$ cat src/hdl/rsp_pkg.sv
`timescale 1ns / 1ps
`default_nettype none
// ----------------------------------------------------------------------------
// Reed-Solomon parity package
// Field arithmetic, generator coefficient tables and control types shared by
// the parity cells and the top level.
// ----------------------------------------------------------------------------
package rsp_pkg;

    localparam int MAX_PARITY = 68;
    localparam int NUM_SEL    = 16;
    localparam int FLAT_LEN   = 461;
    localparam logic [8:0] GF_POLY = 9'h12D;

    // Parity byte count for each selection index.
    localparam logic [6:0] EC_COUNT [NUM_SEL] = '{
        7'd5, 7'd7, 7'd10, 7'd11, 7'd12, 7'd14, 7'd18, 7'd20,
        7'd24, 7'd28, 7'd36, 7'd42, 7'd48, 7'd56, 7'd62, 7'd68
    };

    // Offset of each polynomial inside the flat coefficient list.
    localparam logic [8:0] GEN_START [NUM_SEL] = '{
        9'd0, 9'd5, 9'd12, 9'd22, 9'd33, 9'd45, 9'd59, 9'd77,
        9'd97, 9'd121, 9'd149, 9'd185, 9'd227, 9'd275, 9'd331, 9'd393
    };

    // All generator polynomials back to back, coefficient 0 first.
    localparam logic [7:0] GEN_FLAT [FLAT_LEN] = '{
        // 5
        8'd228, 8'd48, 8'd15, 8'd111, 8'd62,
        // 7
        8'd23, 8'd68, 8'd144, 8'd134, 8'd240, 8'd92, 8'd254,
        // 10
        8'd28, 8'd24, 8'd185, 8'd166, 8'd223, 8'd248, 8'd116, 8'd255, 8'd110, 8'd61,
        // 11
        8'd175, 8'd138, 8'd205, 8'd12, 8'd194, 8'd168, 8'd39, 8'd245, 8'd60, 8'd97,
        8'd120,
        // 12
        8'd41, 8'd153, 8'd158, 8'd91, 8'd61, 8'd42, 8'd142, 8'd213, 8'd97, 8'd178,
        8'd100, 8'd242,
        // 14
        8'd156, 8'd97, 8'd192, 8'd252, 8'd95, 8'd9, 8'd157, 8'd119, 8'd138, 8'd45,
        8'd18, 8'd186, 8'd83, 8'd185,
        // 18
        8'd83, 8'd195, 8'd100, 8'd39, 8'd188, 8'd75, 8'd66, 8'd61, 8'd241, 8'd213,
        8'd109, 8'd129, 8'd94, 8'd254, 8'd225, 8'd48, 8'd90, 8'd188,
        // 20
        8'd15, 8'd195, 8'd244, 8'd9, 8'd233, 8'd71, 8'd168, 8'd2, 8'd188, 8'd160,
        8'd153, 8'd145, 8'd253, 8'd79, 8'd108, 8'd82, 8'd27, 8'd174, 8'd186, 8'd172,
        // 24
        8'd52, 8'd190, 8'd88, 8'd205, 8'd109, 8'd39, 8'd176, 8'd21, 8'd155, 8'd197,
        8'd251, 8'd223, 8'd155, 8'd21, 8'd5, 8'd172, 8'd254, 8'd124, 8'd12, 8'd181,
        8'd184, 8'd96, 8'd50, 8'd193,
        // 28
        8'd211, 8'd231, 8'd43, 8'd97, 8'd71, 8'd96, 8'd103, 8'd174, 8'd37, 8'd151,
        8'd170, 8'd53, 8'd75, 8'd34, 8'd249, 8'd121, 8'd17, 8'd138, 8'd110, 8'd213,
        8'd141, 8'd136, 8'd120, 8'd151, 8'd233, 8'd168, 8'd93, 8'd255,
        // 36
        8'd245, 8'd127, 8'd242, 8'd218, 8'd130, 8'd250, 8'd162, 8'd181, 8'd102, 8'd120,
        8'd84, 8'd179, 8'd220, 8'd251, 8'd80, 8'd182, 8'd229, 8'd18, 8'd2, 8'd4,
        8'd68, 8'd33, 8'd101, 8'd137, 8'd95, 8'd119, 8'd115, 8'd44, 8'd175, 8'd184,
        8'd59, 8'd25, 8'd225, 8'd98, 8'd81, 8'd112,
        // 42
        8'd77, 8'd193, 8'd137, 8'd31, 8'd19, 8'd38, 8'd22, 8'd153, 8'd247, 8'd105,
        8'd122, 8'd2, 8'd245, 8'd133, 8'd242, 8'd8, 8'd175, 8'd95, 8'd100, 8'd9,
        8'd167, 8'd105, 8'd214, 8'd111, 8'd57, 8'd121, 8'd21, 8'd1, 8'd253, 8'd57,
        8'd54, 8'd101, 8'd248, 8'd202, 8'd69, 8'd50, 8'd150, 8'd177, 8'd226, 8'd5,
        8'd9, 8'd5,
        // 48
        8'd245, 8'd132, 8'd172, 8'd223, 8'd96, 8'd32, 8'd117, 8'd22, 8'd238, 8'd133,
        8'd238, 8'd231, 8'd205, 8'd188, 8'd237, 8'd87, 8'd191, 8'd106, 8'd16, 8'd147,
        8'd118, 8'd23, 8'd37, 8'd90, 8'd170, 8'd205, 8'd131, 8'd88, 8'd120, 8'd100,
        8'd66, 8'd138, 8'd186, 8'd240, 8'd82, 8'd44, 8'd176, 8'd87, 8'd187, 8'd147,
        8'd160, 8'd175, 8'd69, 8'd213, 8'd92, 8'd253, 8'd225, 8'd19,
        // 56
        8'd175, 8'd9, 8'd223, 8'd238, 8'd12, 8'd17, 8'd220, 8'd208, 8'd100, 8'd29,
        8'd175, 8'd170, 8'd230, 8'd192, 8'd215, 8'd235, 8'd150, 8'd159, 8'd36, 8'd223,
        8'd38, 8'd200, 8'd132, 8'd54, 8'd228, 8'd146, 8'd218, 8'd234, 8'd117, 8'd203,
        8'd29, 8'd232, 8'd144, 8'd238, 8'd22, 8'd150, 8'd201, 8'd117, 8'd62, 8'd207,
        8'd164, 8'd13, 8'd137, 8'd245, 8'd127, 8'd67, 8'd247, 8'd28, 8'd155, 8'd43,
        8'd203, 8'd107, 8'd233, 8'd53, 8'd143, 8'd46,
        // 62
        8'd242, 8'd93, 8'd169, 8'd50, 8'd144, 8'd210, 8'd39, 8'd118, 8'd202, 8'd188,
        8'd201, 8'd189, 8'd143, 8'd108, 8'd196, 8'd37, 8'd185, 8'd112, 8'd134, 8'd230,
        8'd245, 8'd63, 8'd197, 8'd190, 8'd250, 8'd106, 8'd185, 8'd221, 8'd175, 8'd64,
        8'd114, 8'd71, 8'd161, 8'd44, 8'd147, 8'd6, 8'd27, 8'd218, 8'd51, 8'd63,
        8'd87, 8'd10, 8'd40, 8'd130, 8'd188, 8'd17, 8'd163, 8'd31, 8'd176, 8'd170,
        8'd4, 8'd107, 8'd232, 8'd7, 8'd94, 8'd166, 8'd224, 8'd124, 8'd86, 8'd47,
        8'd11, 8'd204,
        // 68
        8'd220, 8'd228, 8'd173, 8'd89, 8'd251, 8'd149, 8'd159, 8'd56, 8'd89, 8'd33,
        8'd147, 8'd244, 8'd154, 8'd36, 8'd73, 8'd127, 8'd213, 8'd136, 8'd248, 8'd180,
        8'd234, 8'd197, 8'd158, 8'd177, 8'd68, 8'd122, 8'd93, 8'd213, 8'd15, 8'd160,
        8'd227, 8'd236, 8'd66, 8'd139, 8'd153, 8'd185, 8'd202, 8'd167, 8'd179, 8'd25,
        8'd220, 8'd232, 8'd96, 8'd210, 8'd231, 8'd136, 8'd223, 8'd239, 8'd181, 8'd241,
        8'd59, 8'd52, 8'd172, 8'd25, 8'd49, 8'd232, 8'd211, 8'd189, 8'd64, 8'd54,
        8'd108, 8'd153, 8'd132, 8'd63, 8'd96, 8'd103, 8'd82, 8'd186
    };

    // Control of one LFSR cell.
    typedef struct packed {
        logic clear;
        logic step;
    } lfsr_ctrl_t;

    // Control of one drain cell.
    typedef struct packed {
        logic load;
        logic shift;
    } drain_ctrl_t;

    // GF(256) multiply, shift-and-add over the field polynomial.
    function automatic logic [7:0] gf_mul(input logic [7:0] a, input logic [7:0] b);
        logic [8:0] acc_a;
        logic [7:0] prod;
        acc_a = {1'b0, a};
        prod  = 8'd0;
        for (int i = 0; i < 8; i++) begin
            if (b[i]) begin
                prod = prod ^ acc_a[7:0];
            end
            acc_a = {acc_a[7:0], 1'b0};
            if (acc_a[8]) begin
                acc_a = acc_a ^ GF_POLY;
            end
        end
        return prod;
    endfunction

    // Coefficient for chain position pos. The active registers sit at the top
    // of the chain, so positions below the offset get a zero coefficient.
    function automatic logic [7:0] gen_coef(input logic [3:0] sel, input int pos);
        int off;
        int idx;
        off = MAX_PARITY - int'(EC_COUNT[sel]);
        idx = int'(GEN_START[sel]) + pos - off;
        if (pos >= off) begin
            return GEN_FLAT[idx[8:0]];
        end
        return 8'd0;
    endfunction

endpackage
`default_nettype wire

$ cat src/hdl/rsp_drain_cell.sv
`timescale 1ns / 1ps
`default_nettype none
// ----------------------------------------------------------------------------
// Reed-Solomon drain cell
// One byte of the output shift chain: loaded with a finished parity byte and
// moved up two places for every word sent.
// ----------------------------------------------------------------------------
module rsp_drain_cell (
    input  wire logic                aclk,
    input  wire rsp_pkg::drain_ctrl_t ctrl,
    input  wire logic [7:0]          load_byte,
    input  wire logic [7:0]          shift_byte,
    output logic [7:0]               hold_byte
);
    import rsp_pkg::*;

    logic [7:0] hold_reg;
    logic [7:0] hold_next;

    // Load a new parity set, or move two places toward the output end.
    always_comb begin
        hold_next = hold_reg;
        if (ctrl.load) begin
            hold_next = load_byte;
        end else if (ctrl.shift) begin
            hold_next = shift_byte;
        end
    end

    always_ff @(posedge aclk) begin
        hold_reg <= hold_next;
    end

    assign hold_byte = hold_reg;

endmodule
`default_nettype wire

$ cat config.mk
export PLATFORM = sky130hd
export DESIGN_NAME = rsp_drain_cell
export DESIGN_NICKNAME = d
export VERILOG_FILES = /design/src/hdl/rsp_pkg.sv /design/src/hdl/rsp_drain_cell.sv
export SDC_FILE = /design/constraint.sdc
export NUM_CORES = 1
export LEC_CHECK = 0
export ABC_AREA = 0
export BUFFER_PORTS_ARGS = -buffer_cell sky130_fd_sc_hd__buf_2
export CAP_MARGIN = 20
export CORE_AREA = 2 2 39 41
export CTS_BUF_LIST = sky130_fd_sc_hd__clkbuf_8
export DETAILED_ROUTE_END_ITERATION = 8
export DIE_AREA = 0 0 41 43
export GPL_TIMING_DRIVEN = 0
export PLACE_DENSITY = 0.6
export SYNTH_ARGS = -nofsm -noshare
export SYNTH_HDL_FRONTEND = slang
export SYNTH_SLANG_ARGS = --single-unit
$ cat constraint.sdc
create_clock -name aclk -period 1.35 [get_ports aclk]
set_input_delay 0.27 -clock aclk [delete_from_list [all_inputs] [get_ports aclk]]
set_output_delay 0.27 -clock aclk [all_outputs]
set_load 0.01 [all_outputs]
After elaboration in Yosys (flattened, before gate mapping). Cells that the tools add are included. W data, S select, Z words.

Bits in registers: 8. Input port bits: 19. Output and inout port bits: 8. Logic and storage cells: 4.

Muxes and demuxes: 2. Reductions and logical operators: 1.

Operator list (count): $mux W8 (2); $reduce_bool A2 Y1 (1).

Longest topological paths before layout.
Depth after elaboration: 2. Gate-level depth with buffers: 2.

Worst setup path before layout. OpenSTA, ideal clock, no wires.

Kind: in2reg. Start point: input port ctrl[1] (netlist bit). End point: register hold_reg[0] (netlist: hold_byte[0]) (enable). Setup time: 0.283 ns. Arrival: 0.721 ns. Required time: 1.067 ns. Slack: 0.346 ns. Stages: 2. Buffers on the path: 1. Cell sequence: buf_6 > or2_1.

Longest elaborated chain between the ends: 1.

RTL lines: from (decl) (line rsp_drain_cell.sv:10) `input wire rsp_pkg::drain_ctrl_t ctrl,`; $reduce_bool A2 Y1 (no line); to (signal assigned) (line rsp_drain_cell.sv:31) `hold_reg <= hold_next;`; to (decl) (line rsp_drain_cell.sv:17) `logic [7:0] hold_reg;`.

No other way between the ends. A chain may end at the register's enable or synchronous reset.

Final worst setup path.
Start point: register hold_reg[0] (netlist: hold_byte[0]). End point: output port hold_byte[0].

RTL lines: to (decl) (line rsp_drain_cell.sv:13) `output logic [7:0] hold_byte`.

No word-level cell between the ends.

==> results.ini <==
[outcome]
status = complete, no violations

[sta]
slew_headroom_pct = 79.17
setup_ws_ns = 0.3527
hold_viol = 0
rsz0062_at_grt = no
fin_crit_ns = 0.9973
setup_viol = 0
setup_tns_ns = 0
max_freq_ghz = 1.003
worst_pin_slew_ns = 0.3124
drv_slew = 0
timing.final.crit_share_pct = 73.87

[power_and_ir_drop]
internal-power_uw = 564.2
seqPwrFrac_pct = 44.9
power_switching_share_pct = 18.83
p_comb_share_pct = 15.6
power_switching_uw = 130.9
pwr-share-clk_pct = 39.5
leakagePower_uw = 0.0002750
power.density_mw_per_mm2 = 1232
ir_worst_vdd_mv = 0.4232

[setup_path]
crit_chain = buf_2
required_ns = 1.08
startpoint_type = flip-flop
crit_slowest_cell = edfxtp_1
timing.critical_path.buf_inv = 1
crit_fanout = 1
worst_setup_path_end_kind = output port
worstSetupPathType = reg2out
critPathMaxStageDelay_ns = 0.36
cp_top_family = flip-flops
crit_arrival_ns = 0.73

[logic_synthesis]
yosys-top-cells-area = edfxtp_1, mux2_4, buf_6, or2_1
ys_warn_count = 0
syn_area_sq_um = 377.9
synth-edff-count = 8
synth_seq_area_share_pct = 63.58
synth_top_area_share_pct = 63.58
synthDistinctLibCells = 4
ys_ff_latch = 8
syn_inst = 18
synth_top_area_cell = edfxtp_1
synth_common_cells = edfxtp_1, mux2_4, buf_6, or2_1
ys_async_sr_fraction_pct = 0
synth_area_per_cell_sq_um = 20.99
synth_ff_type = edfxtp_1
syn-num-nets = 37

[place]
portBuffers = 25
dp.cells = 59
place_congestion = 0.5927
pre_cts_slack_ns = 0.2751

[cells_and_area]
largest_reg_flops = 8
area_growth_pct = 49.34
fin_nets = 67
diodes = 0
layout-drive-gt1-share_pct = 80.43
fill_cells = 133
fin_cells = 62

[drt]
drc_errors = 0
via_per_inst = 3.984
ant_nets = 0
firstDrtPassIters = 3
drt-initial-drc-count = 1
wire_per_inst_microns = 9.355
vias = 247
wl_microns = 580

[global_routing]
antenna_found_initial = 0
grt_max_degree = 10
grt_pass1_vias = 206
overflow = 0
grt_pass1_wl_microns = 772
grtUsageTotal_pct = 7.927

[cts]
cts_resized = 0
cts_hold_buf = 0
cts_buffers = 3
cts_tree = built
postCtsSetupRepairBufs = 0
h-tree-depth = 1
cts_root_buffer = clkbuf_8
cts.sinks = 8
clk_pin_slew_ns = 0.04
clockBufferDepth = 2

[flow_run]
cap_violations = 0

[worst_hold_path]
hold_path_class = in2reg

[floorplan]
start_util_pct = 27.31
die_h_microns = 43
core_sq_mm = 0.001384
die_w_microns = 41
ios = 27
dieArea_sq_mm = 0.001763
rows = 14

[power by group through the flow]
stage	Sequential, uW	Combinational (uW)	Clock, uW
final	312	109	275
after CTS	312	111	282
after global routing	314	119	303
after floorplan	333	42.9	0
after global placement	316	109	0
after detailed placement	316	111	0
[metal layers]
layer,global-route usage [%],part of all wire (%)
met3,3.141,8.8
met2,9.375,47
met5,0,0
met1,7.023,40
met4,14.00,3.8
[placed cells by master, fill, tap and decap left out, drive strengths merged]
cell / count
edfxtp: 8
buf: 26
or2: 1
clkbuf: 3
mux2: 8
[per-stage QoR]
step	utilization, %	area [sq um]	total power, uW	hold slack [ns]
2_1_floorplan	-	377.9	375.6	0.4875
3_3_place_gp	37.79	523.0	425.0	0.5731
3_5_place_dp	37.79	523.0	426.7	0.5735
4_1_cts	40.78	564.3	705.0	0.3414
5_1_grt	40.78	564.3	735.5	0.3367
6_report	40.78	564.3	695.1	0.3465
[cell families after synthesis]
group / synth area share [%]
simple gates: 1.657
buf+inv: 2.980
flops: 63.58
mux: 31.79
[worst paths after layout]
check | from | endpoint | slack, ns | cells after the start
worst max-delay path | hold_byte[0] | hold_byte[0] | 0.35 | 1
worst min-delay path | load_byte[5] | hold_byte[5] | 0.35 | 2
[layout make-up]
| type | instances | area, sq um | area share, % |
|---|---|---|---|
| plain buffers | 1 | 11.26 | 1.996 |
| clock buffers | 3 | 41.29 | 7.317 |
| multi-input cells | 9 | 126.4 | 22.39 |
| flip-flops and latches | 8 | 240.2 | 42.57 |
| well taps | 16 | 20.02 | 3.548 |
| repair buffers | 25 | 125.1 | 22.17 |
No activity file was read; power rests on OpenSTA's default activity.
