<file path="src/hdl/rsp_pkg.sv">
`timescale 1ns / 1ps
`default_nettype none
// ----------------------------------------------------------------------------
// Reed-Solomon parity package
// Field arithmetic, generator coefficient tables and control types shared by
// the parity cells and the top level.
// ----------------------------------------------------------------------------
package rsp_pkg;

    localparam int MAX_PARITY = 68;
    localparam int NUM_SEL    = 16;
    localparam int FLAT_LEN   = 461;
    localparam logic [8:0] GF_POLY = 9'h12D;

    // Parity byte count for each selection index.
    localparam logic [6:0] EC_COUNT [NUM_SEL] = '{
        7'd5, 7'd7, 7'd10, 7'd11, 7'd12, 7'd14, 7'd18, 7'd20,
        7'd24, 7'd28, 7'd36, 7'd42, 7'd48, 7'd56, 7'd62, 7'd68
    };

    // Offset of each polynomial inside the flat coefficient list.
    localparam logic [8:0] GEN_START [NUM_SEL] = '{
        9'd0, 9'd5, 9'd12, 9'd22, 9'd33, 9'd45, 9'd59, 9'd77,
        9'd97, 9'd121, 9'd149, 9'd185, 9'd227, 9'd275, 9'd331, 9'd393
    };

    // All generator polynomials back to back, coefficient 0 first.
    localparam logic [7:0] GEN_FLAT [FLAT_LEN] = '{
        // 5
        8'd228, 8'd48, 8'd15, 8'd111, 8'd62,
        // 7
        8'd23, 8'd68, 8'd144, 8'd134, 8'd240, 8'd92, 8'd254,
        // 10
        8'd28, 8'd24, 8'd185, 8'd166, 8'd223, 8'd248, 8'd116, 8'd255, 8'd110, 8'd61,
        // 11
        8'd175, 8'd138, 8'd205, 8'd12, 8'd194, 8'd168, 8'd39, 8'd245, 8'd60, 8'd97,
        8'd120,
        // 12
        8'd41, 8'd153, 8'd158, 8'd91, 8'd61, 8'd42, 8'd142, 8'd213, 8'd97, 8'd178,
        8'd100, 8'd242,
        // 14
        8'd156, 8'd97, 8'd192, 8'd252, 8'd95, 8'd9, 8'd157, 8'd119, 8'd138, 8'd45,
        8'd18, 8'd186, 8'd83, 8'd185,
        // 18
        8'd83, 8'd195, 8'd100, 8'd39, 8'd188, 8'd75, 8'd66, 8'd61, 8'd241, 8'd213,
        8'd109, 8'd129, 8'd94, 8'd254, 8'd225, 8'd48, 8'd90, 8'd188,
        // 20
        8'd15, 8'd195, 8'd244, 8'd9, 8'd233, 8'd71, 8'd168, 8'd2, 8'd188, 8'd160,
        8'd153, 8'd145, 8'd253, 8'd79, 8'd108, 8'd82, 8'd27, 8'd174, 8'd186, 8'd172,
        // 24
        8'd52, 8'd190, 8'd88, 8'd205, 8'd109, 8'd39, 8'd176, 8'd21, 8'd155, 8'd197,
        8'd251, 8'd223, 8'd155, 8'd21, 8'd5, 8'd172, 8'd254, 8'd124, 8'd12, 8'd181,
        8'd184, 8'd96, 8'd50, 8'd193,
        // 28
        8'd211, 8'd231, 8'd43, 8'd97, 8'd71, 8'd96, 8'd103, 8'd174, 8'd37, 8'd151,
        8'd170, 8'd53, 8'd75, 8'd34, 8'd249, 8'd121, 8'd17, 8'd138, 8'd110, 8'd213,
        8'd141, 8'd136, 8'd120, 8'd151, 8'd233, 8'd168, 8'd93, 8'd255,
        // 36
        8'd245, 8'd127, 8'd242, 8'd218, 8'd130, 8'd250, 8'd162, 8'd181, 8'd102, 8'd120,
        8'd84, 8'd179, 8'd220, 8'd251, 8'd80, 8'd182, 8'd229, 8'd18, 8'd2, 8'd4,
        8'd68, 8'd33, 8'd101, 8'd137, 8'd95, 8'd119, 8'd115, 8'd44, 8'd175, 8'd184,
        8'd59, 8'd25, 8'd225, 8'd98, 8'd81, 8'd112,
        // 42
        8'd77, 8'd193, 8'd137, 8'd31, 8'd19, 8'd38, 8'd22, 8'd153, 8'd247, 8'd105,
        8'd122, 8'd2, 8'd245, 8'd133, 8'd242, 8'd8, 8'd175, 8'd95, 8'd100, 8'd9,
        8'd167, 8'd105, 8'd214, 8'd111, 8'd57, 8'd121, 8'd21, 8'd1, 8'd253, 8'd57,
        8'd54, 8'd101, 8'd248, 8'd202, 8'd69, 8'd50, 8'd150, 8'd177, 8'd226, 8'd5,
        8'd9, 8'd5,
        // 48
        8'd245, 8'd132, 8'd172, 8'd223, 8'd96, 8'd32, 8'd117, 8'd22, 8'd238, 8'd133,
        8'd238, 8'd231, 8'd205, 8'd188, 8'd237, 8'd87, 8'd191, 8'd106, 8'd16, 8'd147,
        8'd118, 8'd23, 8'd37, 8'd90, 8'd170, 8'd205, 8'd131, 8'd88, 8'd120, 8'd100,
        8'd66, 8'd138, 8'd186, 8'd240, 8'd82, 8'd44, 8'd176, 8'd87, 8'd187, 8'd147,
        8'd160, 8'd175, 8'd69, 8'd213, 8'd92, 8'd253, 8'd225, 8'd19,
        // 56
        8'd175, 8'd9, 8'd223, 8'd238, 8'd12, 8'd17, 8'd220, 8'd208, 8'd100, 8'd29,
        8'd175, 8'd170, 8'd230, 8'd192, 8'd215, 8'd235, 8'd150, 8'd159, 8'd36, 8'd223,
        8'd38, 8'd200, 8'd132, 8'd54, 8'd228, 8'd146, 8'd218, 8'd234, 8'd117, 8'd203,
        8'd29, 8'd232, 8'd144, 8'd238, 8'd22, 8'd150, 8'd201, 8'd117, 8'd62, 8'd207,
        8'd164, 8'd13, 8'd137, 8'd245, 8'd127, 8'd67, 8'd247, 8'd28, 8'd155, 8'd43,
        8'd203, 8'd107, 8'd233, 8'd53, 8'd143, 8'd46,
        // 62
        8'd242, 8'd93, 8'd169, 8'd50, 8'd144, 8'd210, 8'd39, 8'd118, 8'd202, 8'd188,
        8'd201, 8'd189, 8'd143, 8'd108, 8'd196, 8'd37, 8'd185, 8'd112, 8'd134, 8'd230,
        8'd245, 8'd63, 8'd197, 8'd190, 8'd250, 8'd106, 8'd185, 8'd221, 8'd175, 8'd64,
        8'd114, 8'd71, 8'd161, 8'd44, 8'd147, 8'd6, 8'd27, 8'd218, 8'd51, 8'd63,
        8'd87, 8'd10, 8'd40, 8'd130, 8'd188, 8'd17, 8'd163, 8'd31, 8'd176, 8'd170,
        8'd4, 8'd107, 8'd232, 8'd7, 8'd94, 8'd166, 8'd224, 8'd124, 8'd86, 8'd47,
        8'd11, 8'd204,
        // 68
        8'd220, 8'd228, 8'd173, 8'd89, 8'd251, 8'd149, 8'd159, 8'd56, 8'd89, 8'd33,
        8'd147, 8'd244, 8'd154, 8'd36, 8'd73, 8'd127, 8'd213, 8'd136, 8'd248, 8'd180,
        8'd234, 8'd197, 8'd158, 8'd177, 8'd68, 8'd122, 8'd93, 8'd213, 8'd15, 8'd160,
        8'd227, 8'd236, 8'd66, 8'd139, 8'd153, 8'd185, 8'd202, 8'd167, 8'd179, 8'd25,
        8'd220, 8'd232, 8'd96, 8'd210, 8'd231, 8'd136, 8'd223, 8'd239, 8'd181, 8'd241,
        8'd59, 8'd52, 8'd172, 8'd25, 8'd49, 8'd232, 8'd211, 8'd189, 8'd64, 8'd54,
        8'd108, 8'd153, 8'd132, 8'd63, 8'd96, 8'd103, 8'd82, 8'd186
    };

    // Control of one LFSR cell.
    typedef struct packed {
        logic clear;
        logic step;
    } lfsr_ctrl_t;

    // Control of one drain cell.
    typedef struct packed {
        logic load;
        logic shift;
    } drain_ctrl_t;

    // GF(256) multiply, shift-and-add over the field polynomial.
    function automatic logic [7:0] gf_mul(input logic [7:0] a, input logic [7:0] b);
        logic [8:0] acc_a;
        logic [7:0] prod;
        acc_a = {1'b0, a};
        prod  = 8'd0;
        for (int i = 0; i < 8; i++) begin
            if (b[i]) begin
                prod = prod ^ acc_a[7:0];
            end
            acc_a = {acc_a[7:0], 1'b0};
            if (acc_a[8]) begin
                acc_a = acc_a ^ GF_POLY;
            end
        end
        return prod;
    endfunction

    // Coefficient for chain position pos. The active registers sit at the top
    // of the chain, so positions below the offset get a zero coefficient.
    function automatic logic [7:0] gen_coef(input logic [3:0] sel, input int pos);
        int off;
        int idx;
        off = MAX_PARITY - int'(EC_COUNT[sel]);
        idx = int'(GEN_START[sel]) + pos - off;
        if (pos >= off) begin
            return GEN_FLAT[idx[8:0]];
        end
        return 8'd0;
    endfunction

endpackage
`default_nettype wire

</file>
<file path="src/hdl/rsp_lfsr_cell.sv">
`timescale 1ns / 1ps
`default_nettype none
// ----------------------------------------------------------------------------
// Reed-Solomon LFSR cell
// One parity byte of the encoder shift register: takes its neighbor's byte
// plus the feedback times its generator coefficient on every data word.
// ----------------------------------------------------------------------------
module rsp_lfsr_cell (
    input  wire logic               aclk,
    input  wire logic               aresetn,
    input  wire rsp_pkg::lfsr_ctrl_t ctrl,
    input  wire logic [7:0]         coef,
    input  wire logic [7:0]         feedback,
    input  wire logic [7:0]         prev_byte,
    output logic [7:0]              parity_byte,
    output logic [7:0]              parity_upd
);
    import rsp_pkg::*;

    logic [7:0] parity_reg;
    logic [7:0] parity_next;

    // Value after absorbing the current data word.
    assign parity_upd = prev_byte ^ gf_mul(feedback, coef);

    // Clear wins over a step so a block end starts the next block at zero.
    always_comb begin
        parity_next = parity_reg;
        if (ctrl.clear) begin
            parity_next = 8'd0;
        end else if (ctrl.step) begin
            parity_next = parity_upd;
        end
    end

    always_ff @(posedge aclk) begin
        if (!aresetn) begin
            parity_reg <= 8'd0;
        end else begin
            parity_reg <= parity_next;
        end
    end

    assign parity_byte = parity_reg;

endmodule
`default_nettype wire

</file>
<file path="config.mk">
export PLATFORM = sky130hd
export DESIGN_NAME = rsp_lfsr_cell
export DESIGN_NICKNAME = d
export VERILOG_FILES = /design/src/hdl/rsp_pkg.sv /design/src/hdl/rsp_lfsr_cell.sv
export SDC_FILE = /design/constraint.sdc
export NUM_CORES = 1
export LEC_CHECK = 0
export BUFFER_PORTS_ARGS = -buffer_cell sky130_fd_sc_hd__buf_2
export CAP_MARGIN = 25
export CORE_MARGIN = 2
export CORE_UTILIZATION = 55
export DETAILED_ROUTE_END_ITERATION = 6
export PLACE_DENSITY = 0.82
export SLEW_MARGIN = 15
export SYNTH_ARGS = -nofsm -noshare
export SYNTH_HDL_FRONTEND = slang
export SYNTH_SLANG_ARGS = --single-unit
</file>
<file path="constraint.sdc">
create_clock -name aclk -period 4.3 [get_ports aclk]
set_input_delay 0.43 -clock aclk [delete_from_list [all_inputs] [get_ports aclk]]
set_output_delay 0.43 -clock aclk [all_outputs]
set_load 0.005 [all_outputs]
</file>
### After elaboration in Yosys (flattened, before gate mapping)

Index checks and enable logic that the tools add are counted.

| word-level totals | value |
|---|---|
| output and inout port bits | 16 |
| bits of input ports | 28 |
| word-level logic and storage cells | 33 |
| flip-flop bits (word level) | 8 |

| operators by class | value |
|---|---|
| reductions and logical operators | 1 |
| bitwise operators | 16 |
| multiplexer cells | 15 |

Operator list:

| operator | count |
|---|---|
| $mux W8 | 8 |
| $xor A8 B8 Y8 | 8 |
| $mux W6 | 7 |
| $not A4 Y4 | 7 |
| $reduce_or A2 Y1 | 1 |
| $not A1 Y1 | 1 |

### Logic depth before layout (Yosys ltp)

Gate-level depths: netlist of run 1.

| depth | value |
|---|---|
| depth after elaboration | 17 |
| gate-level depth with buffers | 8 |
| mapped depth without buffers | 6 |

### Worst setup path after synthesis of run 1

Ideal clock, no wire load.

| timing | value |
|---|---|
| kind | input-to-output |
| from | in feedback[5] |
| to | out parity_upd[2] |
| buffers on the path | 1 |
| arrival | 1958 ps |
| stages | 7 |
| path slack | 1912 ps |
| data required time | 3870 ps |
| cell sequence | buf_6 -> xor3_1 -> nand2_1 -> xor2_1 -> xnor3_1 -> xnor3_1 -> inv_1 |

| on the way | value |
|---|---|
| word-level cells in the longest chain between the ends | 12 |
| elaborated cells on any way between the ends | 16 |

Ends and longest elaborated chain:

| item | line | RTL |
|---|---|---|
| from (decl) | rsp_lfsr_cell.sv:13 | `input wire logic [7:0] feedback,` |
| $mux W6 (*) | rsp_pkg.sv:123 | `if (acc_a[8]) begin` |
| $xor A8 B8 Y8 | rsp_pkg.sv:120 | `prod = prod ^ acc_a[7:0];` |
| $mux W8 | rsp_pkg.sv:119 | `if (b[i]) begin` |
| $xor A8 B8 Y8 | rsp_pkg.sv:120 |  |
| $mux W8 | rsp_pkg.sv:119 |  |
| $xor A8 B8 Y8 | rsp_pkg.sv:120 |  |
| $mux W8 | rsp_pkg.sv:119 |  |
| $xor A8 B8 Y8 | rsp_pkg.sv:120 |  |
| $mux W8 (*) | rsp_pkg.sv:119 |  |
| $xor A8 B8 Y8 | rsp_pkg.sv:120 |  |
| $mux W8 (*) | rsp_pkg.sv:119 |  |
| $xor A8 B8 Y8 (*) | rsp_lfsr_cell.sv:24 | `assign parity_upd = prev_byte ^ gf_mul(feedback, coef);` |
| to (decl) | rsp_lfsr_cell.sv:16 | `output logic [7:0] parity_upd` |

Every way passes the cells marked *; elsewhere a longest branch is shown, timed or not.

### Final worst setup path of run 1

Same ends and word-level chain as after synthesis.

==> metrics.yaml, run 1 <==
drc_errors: 0
avgRoutedWirePerCell_um: 13.39
synth_top_area_frac: 0.1803
place_inst: 279
postCtsSetupBuffers: 0
yosys-mux-area-fraction: 0.02933
drtIter0Drc: 94
synth_area_leaders: "xnor2_1 18%, nand2_1 14%, xnor3_1 13%"
critPathBufInv: 3
fin_cells: 282
rsz0062_at_grt: "false"
leakagePower_nw: 0.9762
path_class: "in2out"
drv_cap: 0
crit_required_ns: 3.87
totalWireLength_um: 3776
setup_viol: 0
start_util: 0.5777
critPathSlowestCell: "xor3_1"
synthesis.nets: 238
critPathMaxStageDelay_ns: 0.48
worstPathArrival_ns: 2.39
yosysWarnings: 0
end_kind: "output pin"
port_buffers: 43
fin_nets: 268
grt_max_degree: 17
cts_tree: "done"
grt_pass1_wl_um: 6279
fin_total_pwr_w: 0.0005558
reg2reg_slack_ns: 3.55
syn_avg_cell_area_um2: 8.329
critPathLaunchType: "input pin"
status: "complete, no violations"
finClkSkew_ns: 0
synth_top_family_by_area: "XOR/XNOR gates"
std_cell_rows: 20
slew_violations: 0
yosysMostFrequentCell: "nand2_1"
clock_path_buffers: 2
multiInputGateArea_mm2: 0.001450
slew_headroom: 0.6616
p_per_area_mw_per_mm2: 289.2
antenna_found_initial: 0
die_h_um: 60.40
detail-route-antenna-nets: 0
path_max_fanout: 16
dp_hpwl_um: 2908
post_cts_resized: 0
critPathTopFamily: "XOR/XNOR gates"
synth_area_mm2: 0.001749
max_freq_mhz: 354.4
fillers: 279
core_area_mm2: 0.003028
yosysUniqueCellTypes: 27
layout_setup_ws_ns: 1.478
ios: 44
period_needed_ns: 2.822
htree_levels: 1
vias: 1448
synth_compound_area_frac: 0.06724
min_path_type: "reg2reg"
seq_area_um2: 160.2
grt_pass1_vias: 1349
die-width_um: 60.40
hold_ws_ns: 0.4688
clkSinkCount: 8
max-vdd-ir-drop_v: 0.0002114
grt_overflow: 0
syn_inst: 210
fin_crit_sh: 0.6562
cts_hold_buf: 0
clk_latency_ns: 0.25
largest_reg_flops: 8
tightest_slew_ns: 0.5040
post-place-ws_ns: 1.490
diodes: 0
gp_congestion: 0.9077
syn_to_final_growth_pct: 9.871
yosysSeqAreaShare: 0.09156
synth-edff-count: 0
grt.total_usage: 0.2305
yosys.area.top_type: "xnor2_1"
finalHoldViolCount: 0
viasPerCell: 5.135
die_area_mm2: 0.003648
synth_xor_area_frac: 0.5451
async_flop_share: 0
cts.clk_slew.worst_paths_ns: 0.06
synthFlopType: "dfxtp_1"
yosys.area_share.adder: 0
cts_buffers: 3
synth_common_cells: "63 x nand2_1, 36 x xnor2_1, 19 x xor2_1, 10 x xnor3_1, 9 x xor3_1"
dr.pass1.iters: 4
cts-root-buf: "clkbuf_4"
ys_ff_latch: 8
fin_tns_setup_ns: 0
crit_chain: "buf_2, xor3_1, nand2_1, xor2_1, xnor3_1, xnor3_1, inv_1, buf_2"
drive_gt1_frac: 0.2059
synth-simple-area-share: 0.1874
cell type report:
class                      instances  area share
sequential                         8     0.08333
clock buffer                       3     0.01172
inverter                           5    0.009766
tap                               44     0.02865
multi-input combinational        179      0.7546
timing repair buffer              43      0.1120
layer usage:
layer	track usage	wire length (um)
met5	0	0
met4	0.1079	80
met3	0.02559	234
met2	0.3587	1701
met1	0.3221	1761
final timing paths:
kind / to / from / cells past startpoint
max reg2reg: parity_byte[0] / parity_byte[0] / 2
min: parity_byte[3] / parity_byte[3] / 2
max: parity_upd[2] / feedback[5] / 8
min reg2reg: parity_byte[3] / parity_byte[3] / 2
tightest hold or removal path: stages, from the launching register on:
cell and delay, ns:
dfxtp_1 0.32, nand2_1 0.06, o21ai_1 0.05
layout by cell type, fill, tap and decap left out, types with 3 or more instances in the layout:
cell type / Yosys / final
nor2_1: 7 / 7
xor2_1: 19 / 19
buf_2: 3 / 43
a21oi_1: 7 / 7
clkbuf_4: 0 / 3
nor3b_1: 3 / 3
xnor3_1: 10 / 10
inv_1: 5 / 5
mux2i_1: 4 / 4
xor3_1: 9 / 9
xnor2_1: 36 / 36
nand2_1: 63 / 63
dfxtp_1: 8 / 8
kinds of logic (layout without fill, tap and decap cells):
kind of cell,after synthesis,in the layout
AO/OA/AOI/OAI,18,18
XOR/XNOR,76,76
buffers and inverters,23,51
flip-flops,8,8
multiplexers,5,5
AND/OR/NAND/NOR,80,80
through the flow:
stage / util / area (um2)
2_1_floorplan: - / 1749
3_3_place_gp: 0.6273 / 1899
3_5_place_dp: 0.6273 / 1899
4_1_cts: 0.6347 / 1922
5_1_grt: 0.6347 / 1922
6_report: 0.6347 / 1922
power by group:
group | total (W) | internal (W) | switching [W]
clock | 0.0000580 | 0.0000320 | 0.0000260
combinational | 0.000411 | 0.000226 | 0.000185
sequential | 0.0000872 | 0.0000830 | 0.00000418
total | 0.000556 | 0.000341 | 0.000215
(Power assumes the default switching activity.)
==> run 2, diff against run 1 <==
--- a/config.mk
+++ b/config.mk
@@ -8,9 +8,9 @@
 export BUFFER_PORTS_ARGS = -buffer_cell sky130_fd_sc_hd__buf_2
 export CAP_MARGIN = 25
 export CORE_MARGIN = 2
-export CORE_UTILIZATION = 55
+export CORE_UTILIZATION = 54
 export DETAILED_ROUTE_END_ITERATION = 6
-export PLACE_DENSITY = 0.82
+export PLACE_DENSITY = 0.81
 export SLEW_MARGIN = 15
 export SYNTH_ARGS = -nofsm -noshare
 export SYNTH_HDL_FRONTEND = slang
==> constraint.sdc (replaced) <==
create_clock -name aclk -period 2.6 [get_ports aclk]
set_input_delay 0.26 -clock aclk [delete_from_list [all_inputs] [get_ports aclk]]
set_output_delay 0.26 -clock aclk [all_outputs]
set_load 0.005 [all_outputs]
==> run 2 against run 1 <==
Effect of this change: setup slack worse by 1.2 ns; clock skew stayed put; combinational power is 66% higher; sequential power is 65% higher; core utilization is 0.54 points lower; die area is 1.7% higher; worst hold slack worse by 0.14 ns; cell count is 0.71% higher; sequential share of layout area is 0.065 points lower; critical endpoint is now parity_upd[3]; highest routed layer unchanged.
==> metrics.yaml, run 2 (same netlist as run 1, synthesis figures left out) <==
finClkSkew_ns: 0  # unchanged
fillers: 307  # +10%
largest_reg_flops: 8  # unchanged
p_sw_w: 0.0003547  # +65%
die_area_mm2: 0.003711  # +1.7%
htree_levels: 1  # unchanged
critPathSlowestCell: "xor3_1"
p_per_area_mw_per_mm2: 475.2  # +64%
worstPathArrival_ns: 2.08  # -0.31 ns
vias: 1462  # +0.97%
fin_tns_setup_ns: 0  # unchanged
cts_buffers: 3  # unchanged
layout_setup_ws_ns: 0.2563  # -1.222 ns
fin_total_pwr_w: 0.0009203  # +66%
fin_crit_sh: 0.9014
gp_congestion: 0.9419  # +3.8%
fin_cells: 284  # +0.71%
fin_area_mm2: 0.001937  # +0.78%
critPathMaxStageDelay_ns: 0.45  # -0.03 ns
placed_area_mm2: 0.001914  # +0.79%
max-vdd-ir-drop_v: 0.0003105  # +47%
path_max_fanout: 14  # -2
core_area_mm2: 0.003078  # +1.7%
post-place-ws_ns: 0.2590  # -1.231 ns
reg2reg_depth: 2  # unchanged
die_h_um: 60.92  # +0.86%
pwr-share-comb: 0.740  # about the same
hold_depth: 2  # unchanged
port_buffers: 43  # unchanged
path_depth: 7  # -1
grt_overflow: 0  # unchanged
dp_hpwl_um: 2890  # -0.64%
grt_pass1_vias: 1377  # +2.1%
drtIter0Drc: 60  # -36%
viasPerCell: 5.148  # +0.26%
grt_max_degree: 15  # -2
seq_power_share: 0.157  # about the same
critPathBufInv: 2  # -1
slew_headroom: 0.7173  # +0.05569
rsz0062_at_grt: "false"
multiInputGateArea_mm2: 0.001450  # unchanged
cts-root-buf: "clkbuf_4"
p_clk_frac: 0.103  # about the same
clock_path_buffers: 2  # unchanged
ios: 44  # unchanged
layout_common_cells: "63 x nand2_1, 43 x buf_2, 36 x xnor2_1, 19 x xor2_1, 10 x xnor3_1"
start_util: 0.5683  # -0.009393
drv_cap: 0  # unchanged
dr.pass1.iters: 4  # unchanged
fin_nets: 270  # +0.75%
min_path_type: "in2reg"
antenna_found_initial: 0  # unchanged
crit_chain: "buf_2, xor3_1, nand2_1, xnor3_1, xnor3_1, xor2_1, buf_2"
seq_area_um2: 160.2  # unchanged
totalWireLength_um: 3775  # about the same
layout_commonest_cell: "nand2_1"
die-width_um: 60.92  # +0.86%
setup_viol: 0  # unchanged
diodes: 0  # unchanged
p_int_w: 0.0005657  # +66%
cts.clk_slew.worst_paths_ns: 0.05  # about the same
slew_violations: 0  # unchanged
critPathTopFamily: "XOR/XNOR gates"
avgRoutedWirePerCell_um: 13.29  # -0.73%
max_freq_mhz: 426.7
clk_latency_ns: 0.25  # about the same
place_inst: 281  # +0.72%
status: "complete, no violations"
grt_pass1_wl_um: 6120  # -2.5%
postCtsSetupBuffers: 0  # unchanged
leakagePower_nw: 0.9858  # +0.98%
drive_gt1_frac: 0.2125  # +0.006618
finalHoldViolCount: 0  # unchanged
end_kind: "output pin"
post_cts_resized: 0  # unchanged
crit_required_ns: 2.34  # -1.53 ns
period_needed_ns: 2.344
detail-route-antenna-nets: 0  # unchanged
grt.total_usage: 0.2204  # -0.01008
std_cell_rows: 20  # unchanged
p_sw_frac: 0.3854  # -0.001530
cts_tree: "done"
path_class: "in2out"
drc_errors: 0  # unchanged
syn_to_final_growth_pct: 10.73
clkSinkCount: 8  # unchanged
tightest_slew_ns: 0.4210  # -0.08294 ns
cts_hold_buf: 0  # unchanged
critPathLaunchType: "input pin"
[run 2: power groups by stage]
| stage | clock network, W | logic (W) | registers [W] |
|---|---|---|---|
| after CTS | 0.0000976 | 0.000682 | 0.000144 |
| after floorplan | 0 | 0.000508 | 0.000148 |
| after detailed placement | 0 | 0.000676 | 0.000146 |
| after global routing | 0.000104 | 0.000738 | 0.000145 |
| final | 0.0000951 | 0.000681 | 0.000144 |
| after global placement | 0 | 0.000672 | 0.000146 |
[run 2: area by class of cell]
class | instances | share of cell area
clock buffer | 3 | 0.01163
timing repair buffer | 45 | 0.1189
multi-input combinational | 179 | 0.7487
sequential | 8 | 0.08269
tap | 44 | 0.02842
inverter | 5 | 0.009690
[run 2: through the flow]
stage / util / hold slack (ns)
after detailed placement: 0.6220 / 0.4483
after global routing: 0.6293 / 0.3646
final: 0.6293 / 0.3294
after floorplan: - / 0.4532
after global placement: 0.6220 / 0.4528
after CTS: 0.6293 / 0.3340
[run 2: routing by layer]
metal / routed length, um / up-vias / GRT usage
met5: 0 / - / 0
met4: 45 / 0 / 0.07143
met3: 245 / 7 / 0.01493
met2: 1755 / 61 / 0.3779
met1: 1729 / 667 / 0.2957
li1: - / 727 / -
[run 2: final timing paths]
check | slack, ns | to | start
worst min register to register | 0.46 | parity_byte[3] | parity_byte[3]
worst max register to register | 1.86 | parity_byte[0] | parity_byte[0]
worst max-delay path | 0.26 | parity_upd[3] | feedback[7]
worst min-delay path | 0.33 | parity_byte[0] | ctrl[0]
==> run 3, diff against run 2 <==
--- a/config.mk
+++ b/config.mk
@@ -11,6 +11,7 @@
 export CORE_UTILIZATION = 54
 export DETAILED_ROUTE_END_ITERATION = 6
 export PLACE_DENSITY = 0.81
+export SETUP_SLACK_MARGIN = 0.3
 export SLEW_MARGIN = 15
 export SYNTH_ARGS = -nofsm -noshare
 export SYNTH_HDL_FRONTEND = slang
==> run 3 against run 2 <==
Effect of this change: via count decreased by 0.27%; die area is the same; core utilization rose by 1.5 points; count of clock-buffer cells in the layout unchanged; clock skew did not move; power up 2.2%; clock power fell by 1%; combinational power up 3.1%; critical path depth is 1 higher; final area rose by 2.3%; worst hold slack improved by 0.012 ns.
==> metrics.yaml, run 3 (same netlist as run 1, synthesis figures left out) <==
min_path_type: "in2reg"
layout_setup_ws_ns: 0.3438  # +0.08751 ns
clock_path_buffers: 2  # unchanged
avgRoutedWirePerCell_um: 13.46  # +1.2%
grt.total_usage: 0.2204  # unchanged
vias: 1458  # -0.27%
fin_tns_setup_ns: 0  # unchanged
p_per_area_mw_per_mm2: 474.4  # -0.17%
htree_levels: 1  # unchanged
clk_latency_ns: 0.25  # about the same
start_util: 0.5683  # unchanged
grt_pass1_vias: 1377  # unchanged
grtUsageMet2: 0.3779  # unchanged
cts.clk_slew.worst_paths_ns: 0.05  # about the same
viasPerCell: 5.134  # -0.27%
setup_viol: 0  # unchanged
critPathLaunchType: "input pin"
critPathTopFamily: "XOR/XNOR gates"
detail-route-antenna-nets: 0  # unchanged
postCtsSetupBuffers: 0  # unchanged
grt_pass1_wl_um: 6120  # unchanged
grt_max_degree: 15  # unchanged
drv_cap: 0  # unchanged
cts_hold_buf: 0  # unchanged
die-width_um: 60.92  # unchanged
end_kind: "output pin"
dp_hpwl_um: 2890  # unchanged
ios: 44  # unchanged
fillers: 303  # -1.3%
die_area_mm2: 0.003711  # unchanged
port_buffers: 43  # unchanged
worstPathArrival_ns: 2.00  # -0.08 ns
crit_chain: "buf_4, xor3_1, nand2_1, xor2_1, xnor3_1, xnor3_1, inv_1, buf_2"
std_cell_rows: 20  # unchanged
clkSinkCount: 8  # unchanged
period_needed_ns: 2.256  # -0.08751 ns
core_area_mm2: 0.003078  # unchanged
gp_congestion: 0.9419  # unchanged
slew_violations: 0  # unchanged
status: "complete, no violations"
layout_common_cells: "63 x nand2_1, 40 x buf_2, 32 x xnor2_1, 18 x xor2_1, 10 x xnor3_1"
grtUsageMet3: 0.01493  # unchanged
post-place-ws_ns: 0.2590  # unchanged
cts_buffers: 3  # unchanged
cts-root-buf: "clkbuf_4"
tightest_slew_ns: 0.2913  # -0.1297 ns
dr.pass1.iters: 4  # unchanged
critPathMaxStageDelay_ns: 0.42  # -0.03 ns
gr-max-usage-layer: "met2"
path_common_cell: "xnor3_1"
max_freq_mhz: 443.2  # +3.9%
slew_headroom: 0.8058  # +0.08846
drc_errors: 0  # unchanged
use_met1: 0.2957  # unchanged
reg2reg_slack_ns: 1.86  # about the same
rsz0062_at_grt: "true"
fin_crit_sh: 0.8678  # -0.03366
fin_nets: 270  # unchanged
die_h_um: 60.92  # unchanged
largest_reg_flops: 8  # unchanged
totalWireLength_um: 3822  # +1.2%
utilization: 0.6439  # +0.01463
path_class: "in2out"
path_max_fanout: 9  # -5
cts_tree: "done"
diodes: 0  # unchanged
layout_commonest_cell: "nand2_1"
fin_total_pwr_w: 0.0009401  # +2.2%
critPathSlowestCell: "xnor3_1"
crit_required_ns: 2.34  # about the same
leakagePower_nw: 1.012  # +2.7%
drive_gt1_frac: 0.2333  # +0.02083
max-vdd-ir-drop_v: 0.0003099  # -0.20%
syn_to_final_growth_pct: 13.30
finClkSkew_ns: 0  # unchanged
antenna_found_initial: 0  # unchanged
grt_overflow: 0  # unchanged
finalHoldViolCount: 0  # unchanged
hold_ws_ns: 0.3416  # +0.01216 ns
drtIter0Drc: 66  # +10%
critPathBufInv: 3  # +1
## run 3: metal layers
layer,routed length (um),vias to the layer above
li1,-,727
met4,34,0
met2,1811,63
met5,0,-
met3,293,6
met1,1683,662
## run 3: power breakdown
group | internal, W | switching, W
Combinational | 0.000388 | 0.000314
Clock | 0.0000528 | 0.0000413
Sequential | 0.000137 | 0.00000686
## run 3: path summary, 6_finish.rpt
path / from / endpoint / cells after the start
setup / recovery: feedback[5] / parity_upd[2] / 8
hold / removal: ctrl[0] / parity_byte[0] / 2
setup reg to reg: parity_byte[0] / parity_byte[0] / 2
hold reg to reg: parity_byte[3] / parity_byte[3] / 2
## run 3: per-stage QoR
step           instance area [um2]  instances
2_1_floorplan                 1749        210
3_3_place_gp                  1914        281
3_5_place_dp                  1914        281
4_1_cts                       1944        284
5_1_grt                       1982        284
6_report                      1982        284
## run 3: area by class of cell
class	instances	area, um2	share of cell area
Multi-Input combinational cell	179	1488	0.7506
Sequential cell	8	160.2	0.08081
Clock buffer	3	22.52	0.01136
Inverter	5	18.77	0.009470
Timing Repair Buffer	45	237.7	0.1199
Tap cell	44	55.05	0.02778
## run 3: timing repair
item	4_1_cts	5_1_grt
gates resized for setup	3	5
endpoints found under the setup margin	2	4
endpoints found under the hold margin	0	0
